==> config.mk <==
export PLATFORM = sky130hd
export DESIGN_NAME = framed_byte_receiver_with_ack
export DESIGN_NICKNAME = d
export VERILOG_FILES = /design/src/hdl/fbr_pkg.sv /design/src/hdl/fbr_parser.sv /design/src/hdl/fbr_ack_queue.sv /design/src/hdl/fbr_ack_gen.sv /design/src/hdl/framed_byte_receiver_with_ack.sv
export SDC_FILE = /design/constraint.sdc
export NUM_CORES = 1
export LEC_CHECK = 0
export BUFFER_PORTS_ARGS = -buffer_cell sky130_fd_sc_hd__buf_2
export CAP_MARGIN = 20
export CELL_PAD_IN_SITES_DETAIL_PLACEMENT = 0
export CELL_PAD_IN_SITES_GLOBAL_PLACEMENT = 2
export CORE_ASPECT_RATIO = 1.4
export CORE_MARGIN = 8
export CORE_UTILIZATION = 40
export CTS_BUF_LIST = sky130_fd_sc_hd__clkbuf_4 sky130_fd_sc_hd__clkbuf_8
export DETAILED_ROUTE_END_ITERATION = 8
export PLACE_DENSITY = 0.82
export SYNTH_ARGS = -nofsm -noshare
export SYNTH_HDL_FRONTEND = slang
export SYNTH_HIERARCHICAL = 1
export SYNTH_SLANG_ARGS = --single-unit
==> constraint.sdc <==
create_clock -name clock -period 7.9 [get_ports clock]
set_input_delay 0.395 -clock clock [delete_from_list [all_inputs] [get_ports clock]]
set_output_delay 0.395 -clock clock [all_outputs]
set_load 0.01 [all_outputs]
==> src/hdl/fbr_pkg.sv <==
// Shared types and constants for the framed byte receiver with acknowledge.
// Used by every module in hdl; depends on nothing.
`default_nettype none
package fbr_pkg;

   localparam int MAX_PAYLOAD_DEFAULT = 49;
   localparam int QUEUE_DEPTH = 2;
   localparam int ACK_BYTES = 7;

   localparam logic [7:0] HDR1 = 8'hAA;
   localparam logic [7:0] HDR2 = 8'hAF;
   localparam logic [7:0] FUNC_LIMIT = 8'hF1;
   localparam logic [7:0] ACK_HDR = 8'hAA;
   localparam logic [7:0] ACK_ID = 8'hEF;
   localparam logic [7:0] ACK_LEN = 8'h02;
   localparam logic [7:0] ACK_FUNC_RESET = 8'h10;

   typedef enum logic [2:0] {
      PH_IDLE    = 3'd0,
      PH_HDR1    = 3'd1,
      PH_HDR2    = 3'd2,
      PH_FUNC    = 3'd3,
      PH_PAYLOAD = 3'd4,
      PH_CKS     = 3'd5
   } phase_type;

   typedef enum logic [2:0] {
      AB_HDR_A = 3'd0,
      AB_HDR_B = 3'd1,
      AB_ID    = 3'd2,
      AB_LEN   = 3'd3,
      AB_FUNC  = 3'd4,
      AB_SUM   = 3'd5,
      AB_CKS   = 3'd6
   } ack_beat_type;

   typedef struct packed {
      logic [7:0] func;
      logic [7:0] sum;
   } ack_entry_type;

   typedef struct packed {
      logic          valid;
      ack_entry_type entry;
   } ack_push_type;

   typedef struct packed {
      logic full;
      logic empty;
   } queue_status_type;

endpackage
`default_nettype wire

==> src/hdl/fbr_parser.sv <==
// Front end: frame parser that checks header, length and checksum of received bytes.
// Depends on fbr_pkg; pushes one acknowledge request per good matching frame.
`default_nettype none
module fbr_parser #(
   parameter int MAX_PAYLOAD = fbr_pkg::MAX_PAYLOAD_DEFAULT
) (
   input  wire logic                 clock,
   input  wire logic                 reset,
   input  wire logic                 byte_accept,
   input  wire logic [7:0]           rx_byte,
   input  wire logic [7:0]           ack_code,
   output fbr_pkg::ack_push_type     push
);
   localparam int LenW = $clog2(MAX_PAYLOAD + 1);

   fbr_pkg::phase_type phase_ff, phase_in;
   logic [LenW-1:0]    remain_ff, remain_in;
   logic [7:0]         sum_ff, sum_in;
   logic [7:0]         func_ff, func_in;
   logic               len_ok;
   logic [LenW-1:0]    remain_dec;

   assign len_ok = ({1'b0, rx_byte} <= 9'(MAX_PAYLOAD));
   assign remain_dec = remain_ff - LenW'(1);

   always_comb begin
      phase_in = phase_ff;
      if (byte_accept) begin
         unique case (phase_ff)
            fbr_pkg::PH_IDLE:
               phase_in = (rx_byte == fbr_pkg::HDR1) ? fbr_pkg::PH_HDR1 : fbr_pkg::PH_IDLE;
            fbr_pkg::PH_HDR1:
               phase_in = (rx_byte == fbr_pkg::HDR2) ? fbr_pkg::PH_HDR2 : fbr_pkg::PH_IDLE;
            fbr_pkg::PH_HDR2:
               phase_in = (rx_byte < fbr_pkg::FUNC_LIMIT) ? fbr_pkg::PH_FUNC : fbr_pkg::PH_IDLE;
            fbr_pkg::PH_FUNC:
               phase_in = len_ok ? fbr_pkg::PH_PAYLOAD : fbr_pkg::PH_IDLE;
            fbr_pkg::PH_PAYLOAD: begin
               if (remain_ff == '0) begin
                  phase_in = fbr_pkg::PH_IDLE;
               end else if (remain_dec == '0) begin
                  phase_in = fbr_pkg::PH_CKS;
               end
            end
            default:
               phase_in = fbr_pkg::PH_IDLE;
         endcase
      end
   end

   always_comb begin
      remain_in = remain_ff;
      sum_in = sum_ff;
      func_in = func_ff;
      push.valid = 1'b0;
      push.entry.func = func_ff;
      push.entry.sum = sum_ff;
      if (byte_accept) begin
         unique case (phase_ff)
            fbr_pkg::PH_IDLE: begin
               sum_in = rx_byte;
            end
            fbr_pkg::PH_HDR1, fbr_pkg::PH_HDR2: begin
               sum_in = sum_ff + rx_byte;
               if (phase_ff == fbr_pkg::PH_HDR2) begin
                  func_in = rx_byte;
               end
            end
            fbr_pkg::PH_FUNC: begin
               sum_in = sum_ff + rx_byte;
               remain_in = LenW'(rx_byte);
            end
            fbr_pkg::PH_PAYLOAD: begin
               if (remain_ff != '0) begin
                  sum_in = sum_ff + rx_byte;
                  remain_in = remain_dec;
               end
            end
            fbr_pkg::PH_CKS: begin
               push.valid = (rx_byte == sum_ff) && (func_ff == ack_code);
            end
            default: begin
               sum_in = sum_ff;
            end
         endcase
      end
   end

   always_ff @(posedge clock) begin
      if (reset) begin
         phase_ff <= fbr_pkg::PH_IDLE;
         remain_ff <= '0;
         sum_ff <= '0;
         func_ff <= '0;
      end else begin
         phase_ff <= phase_in;
         remain_ff <= remain_in;
         sum_ff <= sum_in;
         func_ff <= func_in;
      end
   end

endmodule
`default_nettype wire

==> src/hdl/fbr_ack_queue.sv <==
// Short queue of pending acknowledge requests between parser and sender.
// Depends on fbr_pkg for the entry and status types.
`default_nettype none
module fbr_ack_queue (
   input  wire logic                  clock,
   input  wire logic                  reset,
   input  wire fbr_pkg::ack_push_type push,
   input  wire logic                  pop,
   output fbr_pkg::ack_entry_type     head,
   output fbr_pkg::queue_status_type  status
);
   localparam int Depth = fbr_pkg::QUEUE_DEPTH;
   localparam int PtrW = (Depth > 1) ? $clog2(Depth) : 1;
   localparam int CntW = $clog2(Depth + 1);

   fbr_pkg::ack_entry_type slot_ff [Depth];
   logic [PtrW-1:0] wr_ptr_ff, wr_ptr_in;
   logic [PtrW-1:0] rd_ptr_ff, rd_ptr_in;
   logic [CntW-1:0] count_ff, count_in;
   logic            do_push, do_pop;

   assign do_push = push.valid && !status.full;
   assign do_pop = pop && !status.empty;
   assign status.full = (count_ff == CntW'(Depth));
   assign status.empty = (count_ff == '0);
   assign head = slot_ff[rd_ptr_ff];

   always_comb begin
      wr_ptr_in = wr_ptr_ff;
      rd_ptr_in = rd_ptr_ff;
      count_in = count_ff;
      if (do_push) begin
         wr_ptr_in = (wr_ptr_ff == PtrW'(Depth - 1)) ? '0 : wr_ptr_ff + PtrW'(1);
      end
      if (do_pop) begin
         rd_ptr_in = (rd_ptr_ff == PtrW'(Depth - 1)) ? '0 : rd_ptr_ff + PtrW'(1);
      end
      if (do_push && !do_pop) begin
         count_in = count_ff + CntW'(1);
      end else if (do_pop && !do_push) begin
         count_in = count_ff - CntW'(1);
      end
   end

   always_ff @(posedge clock) begin
      if (do_push) begin
         slot_ff[wr_ptr_ff] <= push.entry;
      end
   end

   always_ff @(posedge clock) begin
      if (reset) begin
         wr_ptr_ff <= '0;
         rd_ptr_ff <= '0;
         count_ff <= '0;
      end else begin
         wr_ptr_ff <= wr_ptr_in;
         rd_ptr_ff <= rd_ptr_in;
         count_ff <= count_in;
      end
   end

endmodule
`default_nettype wire

==> src/hdl/fbr_ack_gen.sv <==
// Back end: turns one queued request into the seven-beat acknowledge frame.
// Depends on fbr_pkg; drives the registered response channel.
`default_nettype none
module fbr_ack_gen (
   input  wire logic                    clock,
   input  wire logic                    reset,
   input  wire logic                    q_valid,
   input  wire fbr_pkg::ack_entry_type  q_head,
   output logic                         q_pop,
   output logic                         rsp_valid,
   input  wire logic                    rsp_ready,
   output logic [7:0]                   rsp_tx_byte,
   output logic                         rsp_tx_last
);
   logic                   active_ff, active_in;
   fbr_pkg::ack_beat_type  beat_ff, beat_in;
   fbr_pkg::ack_entry_type entry_ff, entry_in;
   logic                   valid_ff, valid_in;
   logic [7:0]             byte_ff, byte_in;
   logic                   last_ff, last_in;
   logic                   advance;
   logic [7:0]             beat_byte;
   logic [7:0]             ack_cks;

   assign advance = !valid_ff || rsp_ready;
   assign q_pop = !active_ff && q_valid;
   assign ack_cks = fbr_pkg::ACK_HDR + fbr_pkg::ACK_HDR + fbr_pkg::ACK_ID
                  + fbr_pkg::ACK_LEN + entry_ff.func + entry_ff.sum;

   always_comb begin
      unique case (beat_ff)
         fbr_pkg::AB_HDR_A, fbr_pkg::AB_HDR_B: beat_byte = fbr_pkg::ACK_HDR;
         fbr_pkg::AB_ID:   beat_byte = fbr_pkg::ACK_ID;
         fbr_pkg::AB_LEN:  beat_byte = fbr_pkg::ACK_LEN;
         fbr_pkg::AB_FUNC: beat_byte = entry_ff.func;
         fbr_pkg::AB_SUM:  beat_byte = entry_ff.sum;
         default:          beat_byte = ack_cks;
      endcase
   end

   always_comb begin
      active_in = active_ff;
      beat_in = beat_ff;
      entry_in = entry_ff;
      valid_in = valid_ff;
      byte_in = byte_ff;
      last_in = last_ff;
      if (q_pop) begin
         active_in = 1'b1;
         beat_in = fbr_pkg::AB_HDR_A;
         entry_in = q_head;
      end
      if (advance) begin
         valid_in = active_ff;
         if (active_ff) begin
            byte_in = beat_byte;
            last_in = (beat_ff == fbr_pkg::AB_CKS);
            if (beat_ff == fbr_pkg::AB_CKS) begin
               active_in = 1'b0;
            end else begin
               beat_in = fbr_pkg::ack_beat_type'(beat_ff + 3'd1);
            end
         end
      end
   end

   always_ff @(posedge clock) begin
      entry_ff <= entry_in;
      byte_ff <= byte_in;
      last_ff <= last_in;
   end

   always_ff @(posedge clock) begin
      if (reset) begin
         active_ff <= 1'b0;
         beat_ff <= fbr_pkg::AB_HDR_A;
         valid_ff <= 1'b0;
      end else begin
         active_ff <= active_in;
         beat_ff <= beat_in;
         valid_ff <= valid_in;
      end
   end

   assign rsp_valid = valid_ff;
   assign rsp_tx_byte = byte_ff;
   assign rsp_tx_last = last_ff;

endmodule
`default_nettype wire

==> src/hdl/framed_byte_receiver_with_ack.sv <==
// Top level of the framed byte receiver: parser, request queue and acknowledge sender.
// Depends on fbr_pkg, fbr_parser, fbr_ack_queue and fbr_ack_gen.
//
// The block takes one received byte per clock cycle and parses frames of the form
// AA AF func len payload cks; a good frame whose function byte equals the configured
// code produces the seven-beat acknowledge AA AA EF 02 func sum cks, with rsp_tx_last
// on the final beat. Input is held off only while the two-entry queue of pending
// acknowledges is full; the sender first loads a queued request and then delivers its
// seven beats at one per cycle while rsp_ready allows, through an output register.
`default_nettype none
module framed_byte_receiver_with_ack #(
   parameter int MAX_PAYLOAD = fbr_pkg::MAX_PAYLOAD_DEFAULT
) (
   input  wire logic       clock,
   input  wire logic       reset,
   input  wire logic       req_valid,
   output logic            req_ready,
   input  wire logic [7:0] req_rx_byte,
   output logic            rsp_valid,
   input  wire logic       rsp_ready,
   output logic [7:0]      rsp_tx_byte,
   output logic            rsp_tx_last,
   input  wire logic       csr_we,
   input  wire logic [7:0] csr_wdata
);
   logic [7:0]                 ack_code_ff, ack_code_in;
   fbr_pkg::ack_push_type      push;
   fbr_pkg::ack_entry_type     q_head;
   fbr_pkg::queue_status_type  q_status;
   logic                       q_pop;
   logic                       byte_accept;

   assign req_ready = !q_status.full;
   assign byte_accept = req_valid && req_ready;
   assign ack_code_in = csr_we ? csr_wdata : ack_code_ff;

   always_ff @(posedge clock) begin
      if (reset) begin
         ack_code_ff <= fbr_pkg::ACK_FUNC_RESET;
      end else begin
         ack_code_ff <= ack_code_in;
      end
   end

   fbr_parser #(
      .MAX_PAYLOAD(MAX_PAYLOAD)
   ) u_parser (
      .clock      (clock),
      .reset      (reset),
      .byte_accept(byte_accept),
      .rx_byte    (req_rx_byte),
      .ack_code   (ack_code_ff),
      .push       (push)
   );

   fbr_ack_queue u_queue (
      .clock (clock),
      .reset (reset),
      .push  (push),
      .pop   (q_pop),
      .head  (q_head),
      .status(q_status)
   );

   fbr_ack_gen u_ack_gen (
      .clock      (clock),
      .reset      (reset),
      .q_valid    (!q_status.empty),
      .q_head     (q_head),
      .q_pop      (q_pop),
      .rsp_valid  (rsp_valid),
      .rsp_ready  (rsp_ready),
      .rsp_tx_byte(rsp_tx_byte),
      .rsp_tx_last(rsp_tx_last)
   );

`ifndef SYNTHESIS
   a_push_only_on_accept: assert property (@(posedge clock) disable iff (reset)
      push.valid |-> (req_valid && req_ready))
      else $error("acknowledge request raised without an accepted byte");

   a_no_push_when_full: assert property (@(posedge clock) disable iff (reset)
      push.valid |-> !q_status.full)
      else $error("acknowledge request pushed into a full queue");

   a_queue_status_sane: assert property (@(posedge clock) disable iff (reset)
      !(q_status.full && q_status.empty))
      else $error("queue reports full and empty together");

   a_ack_beats_contiguous: assert property (@(posedge clock) disable iff (reset)
      (rsp_valid && rsp_ready && !rsp_tx_last) |=> rsp_valid)
      else $error("gap inside an acknowledge frame");
`endif

endmodule
`default_nettype wire
==> impl_metrics.csv, run 1 <==
group,metric,value,unit
detailed_routing,ant_nets,0,
final_layout,nNetsFinal,543,
synth,syn_inst,464,
critical_path,startpoint_type,"flop",
power_and_ir_drop,vdd_drop_max,0.0744,mV
critical_path,crit_required,7.90,ns
critical_path,timing.rr.end,"u_queue/slot_ff[0][12]",
synth,ys_types,69,
die,die_y,150,µm
timing,slew_violations,0,
critical_path,reg2regPathDepth,6,
place,placed_cells,633,
synth,synth.avg_cell_area,11.0,µm²
min_path,hp-class,"in -> reg",
detailed_routing,viasPerCell,5.37,
synth,synthArstFlopShare,0,
critical_path,endpoint_kind,"flop",
critical_path,cpMaxStageDelayCell,"or4_1",
final_layout,final_common_cell,"edfxtp_1",
place,routabilityCongestion,0.812,
timing,relSlewSlack,0.512,
place,dp_hpwl,8020,µm
synth,yosys_warnings,6,
detailed_routing,routed_wl,10600,µm
synth,netlist_area,5120,µm²
critical_path,criticalPathCategory,"reg -> reg",
timing,period_needed,2.91,ns
timing,finClkSkew,0.0151,ns
critical_path,max_stage_delay,0.55,ns
synth,synth_seq_area_share,0.503,
grt,grt.overflow.total,0,
grt,track_usage,0.131,
grt,grt_use_met3,0.0230,
detailed_routing,drc,0,
critical_path,cpMostUsedCell,"inv_1",
grt,grt_max_degree,47,
timing,finalHoldViolations,0,
timing,tightest_slew,0.732,ns
min_path,worst_hold_path.num_cells,2,
detailed_routing,num_vias,3485,
synth,synthFlopType,"edfxtp_1",
min_path,hold_start,"csr_wdata[4]",
power_and_ir_drop,power_density,171,nW/µm²
timing,rsz0062_at_grt,"false",
final_layout,drive_gt1_frac,0.173,
critical_path,path_max_fanout,16,
grt,gr-usage-met2,0.254,
final_layout,layout.cells.non_filler,649,
synth,synth_edf_count,57,
final_layout,fillCellCount,1237,
job,drv_cap,0,
place,io_buffers,31,
timing,setup_violations,0,
timing,fin_crit_sh,0.369,
clock_network,clk_latency,0.37,ns
clock_network,postCtsSetupBuffers,0,
run_status,status,"finished, final reports clean",
final_layout,diodes,0,
timing,max_freq,343,MHz
clock_network,cts_buffers,9,
critical_path,worstPathCellList,"ha_1, or4_1, nor4_1, inv_1, or3_1, inv_1",
die,die-area,16700,µm²
grt,use_met1,0.134,
clock_network,hold_buffers,0,
power_and_ir_drop,p_leak,2.01,nW
grt,grt_most_used_layer,"met2",
detailed_routing,wl_per_cell,16.3,µm
clock_network,cts_root_buffer,"clkbuf_8",
detailed_routing,drt_iter0_markers,101,
critical_path,critPathTopFamily,"simple AND/OR/NAND/NOR gates",
clock_network,cts_buffer_depth,2,
grt,antenna_found_initial,0,
grt,grt_pass1_vias,3512,
clock_network,clk_pin_slew,0.10,ns
timing,fin_tns_setup,0,ns
die,io_pins,32,
final_layout,final_cell_mix,"57 x edfxtp_1, 43 x dfxtp_1, 41 x nor2_1",
synth,syn-num-nets,516,
min_path,holdPathEnd,"ack_code_ff[4]",
critical_path,path_buf_inv,2,
die,start_util,0.403,
clock_network,cts_tree,"done",
clock_network,htreeDepth,3,
critical_path,rrSetupSlack,4.99,ns
die,core,12700,µm²
grt,grt_first_pass_wirelength,17300,µm
critical_path,cp_data_arrival_time,2.91,ns
die,row_count,49,
clock_network,cts_sinks,100,
final_layout,area_growth,8.90,%
detailed_routing,drtPass1Iterations,4,
die,die_x,112,µm
clock_network,cts_resized,0,
critical_path,reg2reg_from,"u_parser/sum_ff[6]",
synth,synth.ff_latch_count,100,
==> cells by family after synthesis <==
| group | after synthesis | share of synthesized area |
|---|---|---|
| adders and majority gates | 31 | 0.0787 |
| AOI/OAI and AO/OA | 100 | 0.134 |
| muxes | 34 | 0.0704 |
| xor gates and xnor gates | 23 | 0.0408 |
| buffers and inverters | 51 | 0.0467 |
| DFF | 100 | 0.503 |
| and+or+nand+nor | 125 | 0.127 |
==> where the power goes <==
part	internal [W]	leakage, nW	switching (W)	total, W
registers	0.000552	0.823	0.00000688	0.000559
clock network	0.000153	0.102	0.000181	0.000335
logic	0.0000245	1.09	0.0000343	0.0000587
total	0.000730	2.01	0.000222	0.000952
==> worst max path at each step <==
stage                        from                endpoint  slack, ns  cells after the start
6_report       u_parser/sum_ff[6]  u_queue/slot_ff[0][12]       4.99                      6
5_1_grt        u_parser/sum_ff[6]   u_queue/slot_ff[0][9]       4.82                      6
4_1_cts        u_parser/sum_ff[6]  u_queue/slot_ff[0][12]       4.98                      6
3_5_place_dp       req_rx_byte[5]  u_queue/slot_ff[0][14]       4.81                      7
3_3_place_gp       req_rx_byte[5]  u_queue/slot_ff[0][14]       4.84                      7
2_1_floorplan      req_rx_byte[5]   u_queue/slot_ff[0][0]       5.28                      6
==> cell type report <==
type / count / area (µm²) / share of cell area
sequential: 100 / 2570 / 0.462
clock buffer: 10 / 131 / 0.0236
multi-input combinational: 313 / 2310 / 0.414
tap: 153 / 191 / 0.0344
timing repair buffer: 33 / 170 / 0.0305
inverter: 34 / 130 / 0.0233
clock inverter: 6 / 71.3 / 0.0128
==> synthesized netlist by cell type, types with 4 or more instances <==
library cell | number | area [µm²]
clkbuf_1 | 5 | 18.8
nor2_1 | 41 | 154
nor2b_1 | 4 | 25.0
or3_1 | 6 | 37.5
o21ai_0 | 17 | 85.1
xnor2_1 | 15 | 131
a211oi_1 | 4 | 30.0
xor2_1 | 7 | 61.3
nor3_1 | 7 | 35.0
edfxtp_1 | 57 | 1710
nand3_1 | 11 | 55.1
nand2_1 | 19 | 71.3
nor4_1 | 6 | 37.5
buf_2 | 5 | 25.0
a221oi_1 | 4 | 35.0
o211ai_1 | 4 | 30.0
nand4_1 | 8 | 50.1
nand2b_1 | 4 | 25.0
o22ai_1 | 4 | 25.0
a21oi_1 | 31 | 155
dfxtp_1 | 43 | 861
buf_6 | 4 | 45.0
mux2_2 | 16 | 180
mux2i_1 | 18 | 180
ha_1 | 29 | 363
inv_1 | 33 | 124
==> state kept, by name, summed over array words and instances (netlist names), 2 cells and up, named ones only <==
signal and count:
u_ack_gen/rsp_tx_byte 8, u_parser/sum_ff 8, u_ack_gen/entry_ff 16, u_ack_gen/beat_ff 3, u_parser/remain_ff 6, u_queue/count_ff 2, u_parser/func_ff 8, ack_code_ff 8
u_queue/slot_ff 32, u_parser/phase_ff 3
==> metal layers <==
layer | share of wire | up-vias
li1 | - | 1747
met1 | 0.40 | 1670
met2 | 0.55 | 53
met3 | 0.025 | 15
met4 | 0.022 | 0
met5 | 0 | -
==> metrics by stage <==
step | utilization | hold WS (ns) | setup WS, ns | total power, W | instance area, µm²
after floorplan | - | 0.436 | 5.28 | 0.000609 | 5120
final | 0.439 | 0.241 | 4.99 | 0.000952 | 5570
after detailed placement | 0.423 | 0.462 | 4.81 | 0.000630 | 5370
after CTS | 0.439 | 0.220 | 4.98 | 0.000964 | 5570
after global routing | 0.439 | 0.219 | 4.82 | 0.000994 | 5570
after global placement | 0.423 | 0.459 | 4.84 | 0.000628 | 5370
No activity file was read; power rests on OpenSTA's default activity.
==> inputs of run 2 (changes only) <==
- ABC_AREA: not set -> 1
- CORE_UTILIZATION: 40 -> 39
- PLACE_DENSITY: 0.82 -> 0.85
- clock period: 7.9 -> 2.8 ns (I/O delays scaled with it)
==> impl_metrics.csv, run 2 <==
group,metric,value,unit
critical_path,crit_required,3.11,ns
die,start_util,0.397,
die,row_count,50,
die,die_x,114,µm
job,drv_cap,0,
synth,netlist_area,5290,µm²
critical_path,worstPathCellList,"ha_1, nor4_1, nand4_1, nor2_1, nand2_1, nor2_1, o21ai_2, inv_2, ha_1, inv_1, nand3_1, nand2_1, inv_1, nor2_1",
final_layout,largest_reg_flops,32,
clock_network,cts_buffer_depth,2,
synth,synth_edf_count,57,
grt,grt_max_degree,20,
detailed_routing,num_vias,3918,
critical_path,criticalPathCategory,"reg -> reg",
detailed_routing,viasPerCell,4.77,
critical_path,path_buf_inv,3,
synth,synth.most_common_cell,"nand2_1",
timing,fin_tns_setup,0,ns
synth,syn_inst,595,
place,io_buffers,31,
timing,finalHoldViolations,0,
timing,period_needed,2.24,ns
critical_path,critPathTopFamily,"simple AND/OR/NAND/NOR gates",
critical_path,max_stage_delay,0.37,ns
detailed_routing,drc,0,
critical_path,path_max_fanout,5,
clock_network,clk_pin_slew,0.09,ns
final_layout,final_common_cell,"nand2_1",
clock_network,postCtsSetupBuffers,0,
synth,yosys_warnings,6,
critical_path,cpMaxStageDelayCell,"ha_1",
synth,synthDominantCellAreaShare,0.324,
clock_network,cts_sinks,100,
synth,synth_seq_area_share,0.487,
timing,finClkSkew,0.0119,ns
die,io_pins,32,
grt,grt.overflow.total,0,
detailed_routing,drt_iter0_markers,132,
clock_network,clk_latency,0.36,ns
timing,tightest_slew,0.844,ns
timing,max_freq,447,MHz
detailed_routing,drtPass1Iterations,4,
synth,ys_types,41,
critical_path,startpoint_type,"flop",
timing,slew_violations,0,
final_layout,final_cell_mix,"119 x nand2_1, 86 x inv_1, 65 x nor2_1",
place,dp_hpwl,8890,µm
final_layout,nNetsFinal,686,
timing,relSlewSlack,0.436,
die,die_y,154,µm
critical_path,endpoint_kind,"flop",
timing,fin_crit_sh,0.798,
grt,track_usage,0.133,
min_path,hp-class,"in -> reg",
clock_network,cts_tree,"done",
synth,synthFlopType,"edfxtp_1",
detailed_routing,ant_nets,0,
die,die-area,17600,µm²
final_layout,diodes,0,
critical_path,cp_data_arrival_time,2.54,ns
critical_path,cpMostUsedCell,"nor2_1",
timing,rsz0062_at_grt,"false",
final_layout,regMostFlops,"u_queue/slot_ff",
synth,synth_top_cell_by_area,"edfxtp_1",
timing,setup_violations,0,
synth,synthArstFlopShare,0,
grt,grt_first_pass_wirelength,18300,µm
detailed_routing,routed_wl,11100,µm
detailed_routing,wl_per_cell,13.5,µm
clock_network,cts_buffers,9,
synth,synth_common_cells,"119 x nand2_1, 86 x inv_1, 65 x nor2_1, 57 x edfxtp_1, 43 x dfxtp_1",
final_layout,reg_top3,"u_queue/slot_ff (32), u_ack_gen/entry_ff (16)",
power_and_ir_drop,power_density,454,nW/µm²
power_and_ir_drop,vdd_drop_max,0.190,mV
final_layout,fin_util,0.436,
clock_network,htreeDepth,3,
synth,synth.ff_latch_count,100,
power_and_ir_drop,p_leak,2.57,nW
final_layout,drive_gt1_frac,0.141,
place,routabilityCongestion,0.902,
die,core,13300,µm²
clock_network,cts_root_buffer,"clkbuf_8",
grt,grt_pass1_vias,3913,
synth,synthTopCellsByArea,"edfxtp_1 32%, dfxtp_1 16%, nand2_1 8.5%",
grt,antenna_found_initial,0,
final_layout,area_growth,10.0,%
synth,syn-num-nets,647,
synth,synth.avg_cell_area,8.88,µm²
run_status,status,"finished, final reports clean",
==> run 2: cell types whose count changed after synthesis, moves of 13 or more <==
cell / change
nand2_1: +100
inv_1: +53
mux2i_1: -18
nor2_1: +24
nand3_1: +13
o21ai_0: +19
==> run 2: area by class of cell <==
cell class	count	area (µm²)
fillers	1339	7510
multi-input cells	394	2280
inverters	92	350
clock inverters	6	55.1
flip-flops and latches	100	2570
well taps	182	228
repair buffers	37	203
clock buffers	10	131
==> run 2: power by group <==
| part | internal, W | switching [W] | leakage (nW) |
|---|---|---|---|
| clock | 0.000416 | 0.000484 | 0.103 |
| sequential | 0.00155 | 0.0000164 | 0.900 |
| combinational | 0.0000618 | 0.000105 | 1.57 |
| total | 0.00203 | 0.000605 | 2.57 |
==> run 2: final timing paths <==
kind,start,end,slack [ns],cells past startpoint
min,rsp_ready,u_ack_gen/rsp_valid,0.05,4
min reg2reg,u_parser/func_ff[2],u_queue/slot_ff[1][10],0.49,0
max,u_parser/sum_ff[3],u_queue/count_ff[1],0.56,14
max reg2reg,u_parser/sum_ff[3],u_queue/count_ff[1],0.56,14
==> run 2: logic make-up after synthesis <==
| group | count (synthesis) | synth area share |
|---|---|---|
| adders and majority gates | 31 | 0.0762 |
| buffers and inverters | 101 | 0.0826 |
| AOI/OAI and AO/OA | 93 | 0.0959 |
| muxes | 16 | 0.0412 |
| and+or+nand+nor | 241 | 0.196 |
| xor gates and xnor gates | 13 | 0.0215 |
| DFF | 100 | 0.487 |
==> run 2: repair_timing <==
item | in CTS | in global routing
setup endpoints to repair | 0 | 0
gates resized for setup | 0 | 0
hold endpoints to repair | 1 | 0
hold buffers | 1 | 0
==> run 2: metrics by stage <==
stage	hold slack [ns]	std cells	worst slack, ns	instance area (µm²)	power, W
floorplan	0.202	595	0.352	5290	0.00171
global placement	0.355	804	0.643	5620	0.00177
detailed placement	0.366	804	0.576	5620	0.00177
CTS	0.0389	821	0.547	5820	0.00267
global route	0.0470	821	0.347	5820	0.00275
finish	0.0492	821	0.565	5820	0.00264
==> run 2: worst min-delay path, delay by kind of cell <==
family | cells | cell delay, ns
buffers and inverters | 2 | 0.14
AND/OR/NAND/NOR | 1 | 0.04
AO/OA/AOI/OAI | 1 | 0.05
==> run 2: routing by layer <==
layer,global-route usage,share of wire,vias to the layer above
li1,-,-,2027
met1,0.131,0.40,1829
met5,0,0,-
met3,0.0255,0.026,15
met2,0.253,0.55,47
met4,0.0656,0.032,0
==> inputs of run 3 (changes only) <==
- ABC_AREA: 1 -> 0
- CORE_UTILIZATION: 39 -> 40
- PLACE_DENSITY: 0.85 -> 0.82
- clock period: 2.8 -> 2.3 ns (I/O delays scaled with it)
==> impl_metrics.csv, run 3 (same netlist as run 1, synthesis figures left out) <==
group,metric,value,unit
timing,relSlewSlack,0.564,
clock_network,cts_tree,"done",
detailed_routing,drt_iter0_markers,124,
detailed_routing,viasPerCell,5.29,
timing,slew_violations,0,
critical_path,criticalPathCategory,"reg -> reg",
grt,grt_most_used_layer,"met2",
final_layout,reg_top3,"u_queue/slot_ff (32), u_ack_gen/entry_ff (16)",
grt,grt_pass1_vias,3734,
timing,hold_ws,0.0250,ns
final_layout,nNetsFinal,586,
timing,fin_tns_setup,-0.126,ns
detailed_routing,num_vias,3661,
power_and_ir_drop,intPower,0.00247,W
clock_network,cts_sinks,100,
grt,grt_first_pass_wirelength,18900,µm
place,dp_hpwl,8620,µm
die,die-area,16700,µm²
die,die_x,112,µm
final_layout,largest_reg_flops,32,
final_layout,final_cell_mix,"57 x edfxtp_1, 40 x nor2_1, 38 x dfxtp_1",
final_layout,diodes,0,
grt,gr-usage-met2,0.279,
clock_network,cts_root_buffer,"clkbuf_8",
detailed_routing,routed_wl,11500,µm
critical_path,crit_required,2.61,ns
die,io_pins,32,
detailed_routing,wl_per_cell,16.6,µm
min_path,hp-class,"in -> reg",
final_layout,fillCellCount,1173,
timing,setup_ws,-0.0389,ns
timing,tightest_slew,0.649,ns
die,core,12700,µm²
run_status,status,"complete, but fails checks",
grt,antenna_found_initial,0,
timing,max_freq,428,MHz
power_and_ir_drop,p_leak,2.23,nW
run_status,violations,"negative setup slack",
power_and_ir_drop,vdd_drop_max,0.265,mV
place,routabilityCongestion,0.882,
clock_network,htreeDepth,3,
die,row_count,49,
power_and_ir_drop,power_density,537,nW/µm²
clock_network,cts_buffer_depth,2,
job,drv_cap,0,
final_layout,design_area,6090,µm²
power_and_ir_drop,total_power,0.00327,W
critical_path,rrSetupSlack,-0.04,ns
place,io_buffers,31,
detailed_routing,ant_nets,0,
power_and_ir_drop,clkPwrFrac,0.321,
grt,grt.overflow.total,0,
timing,fin_crit_sh,1.02,
timing,rsz0062_at_grt,"true",
critical_path,path_max_fanout,2,
power_and_ir_drop,power_switching,0.000796,W
die,start_util,0.403,
clock_network,cts_buffers,9,
timing,finClkSkew,0.0147,ns
final_layout,area_growth,19.1,%
detailed_routing,drc,0,
die,die_y,150,µm
power_and_ir_drop,seqPwrFrac,0.586,
place,placed_area,5640,µm²
clock_network,clk_latency,0.37,ns
critical_path,cp_data_arrival_time,2.65,ns
grt,grt_max_degree,26,
clock_network,clk_pin_slew,0.10,ns
grt,track_usage,0.143,
detailed_routing,drtPass1Iterations,4,
critical_path,endpoint_kind,"flop",
timing,finalHoldViolations,0,
timing,setup_violations,9,
timing,period_needed,2.34,ns
power_and_ir_drop,swShare,0.243,
final_layout,final_common_cell,"edfxtp_1",
critical_path,startpoint_type,"flop",
power_and_ir_drop,comb_power_share,0.093,
final_layout,drive_gt1_frac,0.260,
grt,grt_use_met3,0.0271,
final_layout,regMostFlops,"u_queue/slot_ff",
grt,use_met1,0.147,
final_layout,fin_util,0.480,
==> run 3: cell count changes in the layout (fill, tap and decap cells not counted), moves of 8 or more <==
| cell | previous run | this run |
|---|---|---|
| nand2_1 | 119 | 19 |
| inv_1 | 86 | 32 |
| buf_4 | 5 | 31 |
| nor2_1 | 65 | 40 |
| o21ai_0 | 36 | 17 |
| mux2i_1 | 0 | 18 |
| nand3_1 | 24 | 11 |
| mux2_2 | 6 | 16 |
| mux2_4 | 10 | 0 |
| a21oi_1 | 39 | 31 |
==> run 3: critical path, cell delays in order, from the launching register on <==
cell	delay [ns]
dfxtp_2	0.35
ha_4	0.25
nor4_4	0.27
nand4_1	0.14
nor4_2	0.26
inv_1	0.10
buf_6	0.13
nor2_4	0.10
ha_4	0.21
or3_1	0.35
a21oi_1	0.12
==> run 3: layer usage <==
metal  wire length [µm]  vias up
met5                  0        -
met4                174        0
met3                294       11
met2               6530       49
met1               4510     1765
li1                   -     1836
==> run 3: power groups by stage <==
stage          clock network (W)  registers, W  logic (W)
4_1_cts                  0.00109       0.00192   0.000288
6_report                 0.00105       0.00192   0.000304
3_5_place_dp                   0       0.00195   0.000265
3_3_place_gp                   0       0.00195   0.000260
5_1_grt                  0.00116       0.00192   0.000333
2_1_floorplan                  0       0.00195   0.000140
==> run 3: per-stage QoR <==
stage,setup WS (ns),cells
floorplan,0.00947,464
global placement,-0.141,664
detailed placement,-0.200,664
CTS,-0.119,692
global route,-0.146,692
finish,-0.0389,692
==> run 3: final cells by class <==
type | count | area (µm²) | share of cell area
inverters | 34 | 134 | 0.0220
repair buffers | 76 | 571 | 0.0936
well taps | 153 | 191 | 0.0314
clock buffers | 10 | 138 | 0.0226
multi-input cells | 313 | 2430 | 0.399
clock inverters | 6 | 47.5 | 0.00780
flip-flops and latches | 100 | 2580 | 0.423
==> run 3: path summary, 6_finish.rpt <==
path | startpoint | to | cells past startpoint
worst min-delay path | rsp_ready | u_ack_gen/rsp_valid | 3
worst max register to register | u_parser/sum_ff[4] | u_queue/count_ff[1] | 10
worst max-delay path | u_parser/sum_ff[4] | u_queue/count_ff[1] | 10
worst min register to register | u_ack_gen/active_ff | u_ack_gen/rsp_valid | 2
==> run 3: what timing repair did <==
item                                    CTS  global route
hold buffers                              8             0
setup buffers                             3             1
cloned                                    1             1
pin swaps                                 8             6
endpoints found under the setup margin   34            34
endpoints found under the hold margin     8             0
gates resized for setup                  16             8
